`src/rtl/core/fla_pkg.sv`:
```
// Shared types and constants of the free list allocator.
package fla_pkg;

    localparam int unsigned DATA_W = 32;

    localparam logic [DATA_W-1:0] PAGE_MASK_LOW  = 32'h0000_0fff;
    localparam logic [DATA_W-1:0] PAGE_MASK_HIGH = 32'hffff_f000;
    localparam logic [DATA_W-1:0] ALL_ONES       = 32'hffff_ffff;

    typedef enum logic [1:0] {
        STAT_OK    = 2'd0,
        STAT_NOFIT = 2'd1,
        STAT_LOST  = 2'd2
    } fla_status_t;

    typedef enum logic {
        ALU_ADD = 1'b0,
        ALU_SUB = 1'b1
    } fla_alu_op_t;

    typedef struct packed {
        fla_alu_op_t       op;
        logic [DATA_W-1:0] a;
        logic [DATA_W-1:0] b;
    } fla_alu_req_t;

    typedef struct packed {
        logic [DATA_W-1:0] res;
        logic              carry;
    } fla_alu_rsp_t;

    typedef enum logic [4:0] {
        ST_IDLE,
        ST_PREP,
        ST_A_RD,
        ST_A_CHK,
        ST_A_UPD,
        ST_RM_RD,
        ST_RM_WR,
        ST_F_RD,
        ST_F_CHK,
        ST_F_PREV,
        ST_F_MRG,
        ST_F_MRG_CHK,
        ST_F_MRG2,
        ST_F_NEXT,
        ST_F_NXT_MRG,
        ST_IN_RD,
        ST_IN_WR,
        ST_IN_PUT,
        ST_LOST1,
        ST_LOST2,
        ST_S_INIT,
        ST_S_RD,
        ST_S_ADD,
        ST_FINISH
    } fla_state_t;

endpackage

```
`src/rtl/core/fla_alu.sv`:
```
// Shared 32-bit add/subtract unit with carry out.
module fla_alu (
    input  fla_pkg::fla_alu_req_t req,
    output fla_pkg::fla_alu_rsp_t rsp
);

    logic [fla_pkg::DATA_W:0]   sum;
    logic [fla_pkg::DATA_W-1:0] b_op;

    always_comb
    begin
        b_op = (req.op == fla_pkg::ALU_SUB) ? ~req.b : req.b;
        sum  = {1'b0, req.a} + {1'b0, b_op}
             + (fla_pkg::DATA_W+1)'(req.op == fla_pkg::ALU_SUB);
        rsp.res   = sum[fla_pkg::DATA_W-1:0];
        rsp.carry = sum[fla_pkg::DATA_W];
    end

endmodule

```
`config.mk`:
```
export PLATFORM = sky130hd
export DESIGN_NAME = fla_alu
export DESIGN_NICKNAME = d
export VERILOG_FILES = /design/src/rtl/core/fla_pkg.sv /design/src/rtl/core/fla_alu.sv
export SDC_FILE = /design/constraint.sdc
export NUM_CORES = 1
export LEC_CHECK = 0
export BUFFER_PORTS_ARGS = -buffer_cell sky130_fd_sc_hd__buf_4
export CORE_MARGIN = 2
export CORE_UTILIZATION = 50
export DETAILED_ROUTE_END_ITERATION = 10
export PLACE_DENSITY = 0.81
export SETUP_SLACK_MARGIN = 0.1
export SYNTH_ARGS = -nofsm -noshare
export SYNTH_HDL_FRONTEND = slang
export SYNTH_SLANG_ARGS = --single-unit
```
`constraint.sdc`:
```
create_clock -name vclk -period 5.1
set_input_delay 1.02 -clock vclk [all_inputs]
set_output_delay 1.02 -clock vclk [all_outputs]
set_load 0.01 [all_outputs]
```
# ---- Word level (Yosys, flattened, before mapping)
# Cells that the tools add are included.
dict set report word_totals {
  out_inout_bits 33
  inputBits 65
  elab_cells 4
  ff_bits 0
}
dict set report op_classes {
  n_bitwise 1
  muxes 1
  addsub 2
}
# cell n
set ops {}
lappend ops {{$add A32 B32 Y33} 1}
lappend ops {{$add A33 B1 Y33} 1}
lappend ops {{$mux W32} 1}
lappend ops {{$not A32 Y32} 1}

# ---- Depth between registers and ports, before layout
# Gate-level depths: netlist (run 1).
dict set report logic_depth {
  depth_word 4
  ltp_mapped 11
  ltp_nobuf 10
}

# ---- Worst setup path before layout (run 1)
# Ideal clock, no wire load.
dict set report synth_path {
  path_kind {input port to output port}
  start {in req[64] in the netlist's numbering}
  end {out rsp[29] in the netlist's numbering}
  required_ps 4080
  arrival_ps 3811
  slack_ps 269
  path_buffers 2
  stages 11
  cell_sequence {buf_2 -> clkbuf_1 -> xor2_1 -> ha_1 -> a21o_1 -> a21o_1 -> a221o_1 -> a221o_1 -> a31o_2 -> nand4_1 -> nor4bb_1}
}
# item line
set synth_lines {}
lappend synth_lines {{from (decl)} fla_alu.sv:3} ;# input fla_pkg::fla_alu_req_t req,
lappend synth_lines {{to (decl)} fla_alu.sv:4} ;# output fla_pkg::fla_alu_rsp_t rsp

==> results.json, run 1 <==
{
  "drv_cap": 0,
  "power.share.clock_pct": 0,
  "path_buf_inv": 2,
  "end_kind": "output pin",
  "num_vias": 2447,
  "whs_endpoint": "rsp[1]",
  "whs_ns": 2.32,
  "p_seq_share_pct": 0,
  "drc_errors": 0,
  "wl_per_cell_um": 14.3,
  "netSwitchingPower_uw": 307,
  "die_x_um": 68.9,
  "placed_area_mm2": 0.00288,
  "portBuffers": 98,
  "rsz0062_at_grt": "false",
  "ios": 98,
  "hp-class": "in -> out",
  "seq_area_frac_synth_pct": 0,
  "syn_avg_cell_area_um2": 7.36,
  "busiest_layer": "met2",
  "slowest_stage": "a2111oi_0",
  "routabilityCongestion": 0.918,
  "dp_hpwl_um": 5200,
  "nClkBuffers": 0,
  "regArea_um2": 0,
  "holdBufCountCts": 0,
  "max_clock_freq_mhz": 206,
  "first_pass_iters": 4,
  "syn_area_mm2": 0.00211,
  "setup-violations-final": 0,
  "path_max_fanout": 17,
  "grt_use_met1_pct": 35.0,
  "grt_pass1_wl_um": 9660,
  "vdd_drop_max_v": 0.000102,
  "yosysMostFrequentCell": "xor2_1",
  "cellPowerDensity_mw_per_mm2": 209,
  "synthTopCellsByCount": "xor2_1, ha_1, a21oi_1, nand2_1, xnor2_1",
  "post-route-min-period_ns": 4.85,
  "overflow": 0,
  "power_uw": 603,
  "relSlewSlack_pct": 68.5,
  "cp-start-kind": "input port",
  "outcome": "complete, no violations",
  "arrival_ns": 3.83,
  "synthTopCellsByArea": "ha_1, xor2_1, a21oi_1, xnor2_1, a21o_1",
  "drt_iter0_markers": 89,
  "ant_nets": 0,
  "antenna_found_initial": 0,
  "final_net_count": 479,
  "seq_cell_count": 0,
  "drive_gt1_share_pct": 27.3,
  "postLayoutCoreUtil_pct": 71.6,
  "finalInstanceArea_mm2": 0.00288,
  "area_delta_synth_final_pct": 36.9,
  "met2_usage_pct": 46.8,
  "p_leak_nw": 1.49,
  "instances_no_fill": 427,
  "track_usage_pct": 25.7,
  "gr-usage-met3_pct": 0.325,
  "yosysUniqueCellTypes": 46,
  "num_rows": 23,
  "crit_type": "in -> out",
  "viasPerCell": 5.73,
  "grt_pass1_vias": 2268,
  "diodes": 0,
  "finalWorstSetupSlack_ns": 0.253,
  "die-area_mm2": 0.00475,
  "p_comb_share_pct": 100.0,
  "p_sw_share_pct": 50.9,
  "slowest_delay_ns": 0.42,
  "hold_violations": 0,
  "die_h_um": 68.9,
  "yosysTopAreaCell": "ha_1",
  "fin_setup_tns_ns": 0,
  "core_area_mm2": 0.00403,
  "grt_max_degree": 18,
  "place_inst": 427,
  "synthCells": 286,
  "hold_start": "req[32]",
  "worstPathCellList": "buf_4 -> xor2_1 -> ha_1 -> a21o_1 -> a21o_1 -> a221o_1 -> a221o_1 -> a31o_2 -> a2111oi_0 -> nor4bb_1 -> buf_4",
  "pre_cts_slack_ns": 0.254,
  "post-route-period-util_pct": 95.0,
  "whs_path_depth": 3,
  "cp.required_ns": 4.08,
  "path_delay_family": "compound AO/OA/AOI/OAI gates",
  "internal_power_uw": 296,
  "synth_top_area_share_pct": 20.2,
  "initial_core_util_pct": 52.3,
  "slew_viol_final": 0,
  "cts_setup_buffers": 0,
  "worstMarginPinSlew_ns": 0.473,
  "wirelength_um": 6090,
  "synth_nets": 386,
  "yosys_warnings": 0
}
## worst min-delay path, delay by kind of cell
family / cells / cell delay (ns)
buf+inv: 2 / 0.23
xor+xnor: 1 / 0.06
## logic make-up after synthesis
family,share of synthesized area [%]
buffers and inverters,3.15
xor gates and xnor gates,24.1
adders and majority gates,21.2
muxes,0.951
and+or+nand+nor,17.7
AOI/OAI and AO/OA,32.9
## final cells by class
class / instances / area, um2
well taps: 50 / 62.6
multi-input cells: 269 / 2040
fillers: 362 / 1150
inverters: 9 / 33.8
repair buffers: 99 / 747
## worst max path at each step
stage / startpoint / depth (start not counted) / to
after floorplan: req[64] / 11 / rsp[29]
after global placement: req[64] / 11 / rsp[26]
after detailed placement: req[64] / 11 / rsp[29]
after CTS: req[64] / 11 / rsp[29]
after global routing: req[64] / 11 / rsp[26]
final: req[64] / 11 / rsp[29]
## repair_timing
action                                 CTS  global route
endpoints found under the hold margin    0             0
setup endpoints to repair                0             1
resized for setup                        0             1
## cell usage in the layout (no fill, tap or decap), types with 6 or more instances in the layout
master    instances
buf_4            98
xnor2_1          17
nand3_1          12
xor2_1           41
o21ai_0           8
ha_1             34
nand2_1          19
inv_1             9
a21o_1           16
o21bai_1          6
and3_1            6
nor2_1           10
a21oi_1          31
## metal layers
layer  part of all wire (%)  vias up  wire [um]
met5                      0        -          0
met2                     49       83       2960
li1                       -     1251          -
met4                   0.56        0         34
met1                     46     1109       2830
met3                    4.4        4        269
## power groups by stage
stage / sequential [mW] / clock, mW / combinational (mW)
after floorplan: 0 / 0 / 0.367
after global routing: 0 / 0 / 0.662
after global placement: 0 / 0 / 0.591
after CTS: 0 / 0 / 0.600
final: 0 / 0 / 0.603
after detailed placement: 0 / 0 / 0.597
Note: power is estimated with default switching activity, not from simulation.
==> run 2, diff against run 1 <==
==> constraint.sdc (replaced) <==
create_clock -name vclk -period 5.1
set_input_delay 0.765 -clock vclk [all_inputs]
set_output_delay 0.765 -clock vclk [all_outputs]
set_load 0.01 [all_outputs]
==> results.json, run 2 (synthesis results as in run 1) <==
{
  "core_area_mm2": 0.00403,
  "die_x_um": 68.9,
  "dr.max_layer_used": "met4",
  "drv_cap": 0,
  "cts_setup_buffers": 0,
  "crit_type": "in -> out",
  "worstMarginPinSlew_ns": 0.488,
  "ios": 98,
  "initial_core_util_pct": 52.3,
  "holdBufCountCts": 0,
  "post-route-period-util_pct": 87.9,
  "die_h_um": 68.9,
  "setup-violations-final": 0,
  "area_delta_synth_final_pct": 36.7,
  "p_leak_nw": 1.49,
  "whs_ns": 1.81,
  "drt_iter0_markers": 138,
  "track_usage_pct": 24.6,
  "vdd_drop_max_v": 0.0000936,
  "end_kind": "output pin",
  "max_clock_freq_mhz": 223,
  "overflow": 0,
  "mostFrequentLayoutCell": "buf_4",
  "die-area_mm2": 0.00475,
  "final_net_count": 479,
  "path_max_fanout": 27,
  "arrival_ns": 3.72,
  "cts_resized": 0,
  "cp-start-kind": "input port",
  "drc_errors": 0,
  "route.met2.wl_um": 2830,
  "num_vias": 2453,
  "cp.required_ns": 4.34,
  "first_pass_iters": 4,
  "hp-class": "in -> out",
  "pre_cts_slack_ns": 0.653,
  "grt_pass1_vias": 2237,
  "finalWorstSetupSlack_ns": 0.619,
  "ant_nets": 0,
  "outcome": "complete, no violations",
  "post-route-min-period_ns": 4.48,
  "wl_per_cell_um": 14.0,
  "nClkBuffers": 0,
  "routabilityCongestion": 0.843,
  "rsz0062_at_grt": "false",
  "met3_length_um": 268,
  "wirelength_um": 5960,
  "antenna_found_initial": 0,
  "diodes": 0,
  "wl_met1_um": 2780,
  "num_rows": 23,
  "layout_common_cells": "buf_4, xor2_1, ha_1",
  "slew_viol_final": 0,
  "regArea_um2": 0,
  "hold_violations": 0,
  "relSlewSlack_pct": 67.5,
  "drive_gt1_share_pct": 27.3,
  "portBuffers": 98,
  "cellPowerDensity_mw_per_mm2": 208,
  "fin_setup_tns_ns": 0,
  "viasPerCell": 5.74,
  "dp_hpwl_um": 5070,
  "seq_cell_count": 0,
  "grt_pass1_wl_um": 9440,
  "grt_max_degree": 28
}
==> run 2: cell count changes in the layout (fill, tap and decap cells not counted) <==
cell   change
buf_4      +1
buf_6      -1
==> run 2: final timing paths <==
path,end,slack [ns],cells after the start,from
worst min-delay path,rsp[1],1.81,3,req[32]
worst max-delay path,rsp[29],0.62,11,req[64]
==> run 2: metal layers <==
layer  up-vias  global-route usage, %
li1       1256                      -
met1      1117                   33.9
met2        72                   43.0
met3         8                   1.30
met4         0                   3.92
met5         -                      0
==> run 2: metrics by stage <==
stage / utilization, % / power, mW / instances / cell area, um2
after floorplan: - / 0.367 / 286 / 2110
after global placement: 71.5 / 0.591 / 427 / 2880
after detailed placement: 71.5 / 0.596 / 427 / 2880
after CTS: 71.5 / 0.599 / 427 / 2880
after global routing: 71.5 / 0.660 / 427 / 2880
final: 71.5 / 0.600 / 427 / 2880
==> run 2: report_power, final <==
| part | internal (mW) | switching (mW) |
|---|---|---|
| clock network | 0 | 0 |
| registers | 0 | 0 |
| logic | 0.296 | 0.304 |
==> run 2: area by class of cell <==
| type | count | area, um2 |
|---|---|---|
| repair buffers | 99 | 743 |
| inverters | 9 | 33.8 |
| well taps | 50 | 62.6 |
| fillers | 376 | 1150 |
| multi-input cells | 269 | 2040 |
==> run 2: worst max-delay path, cell delays in order <==
cell and delay [ns]:
buf_4 0.36, xor2_1 0.26, ha_1 0.30, a21o_1 0.19, a21o_1 0.17, a221o_1 0.36
a221o_1 0.30, a31o_2 0.25, a2111oi_0 0.44, nor4bb_1 0.14, buf_4 0.17
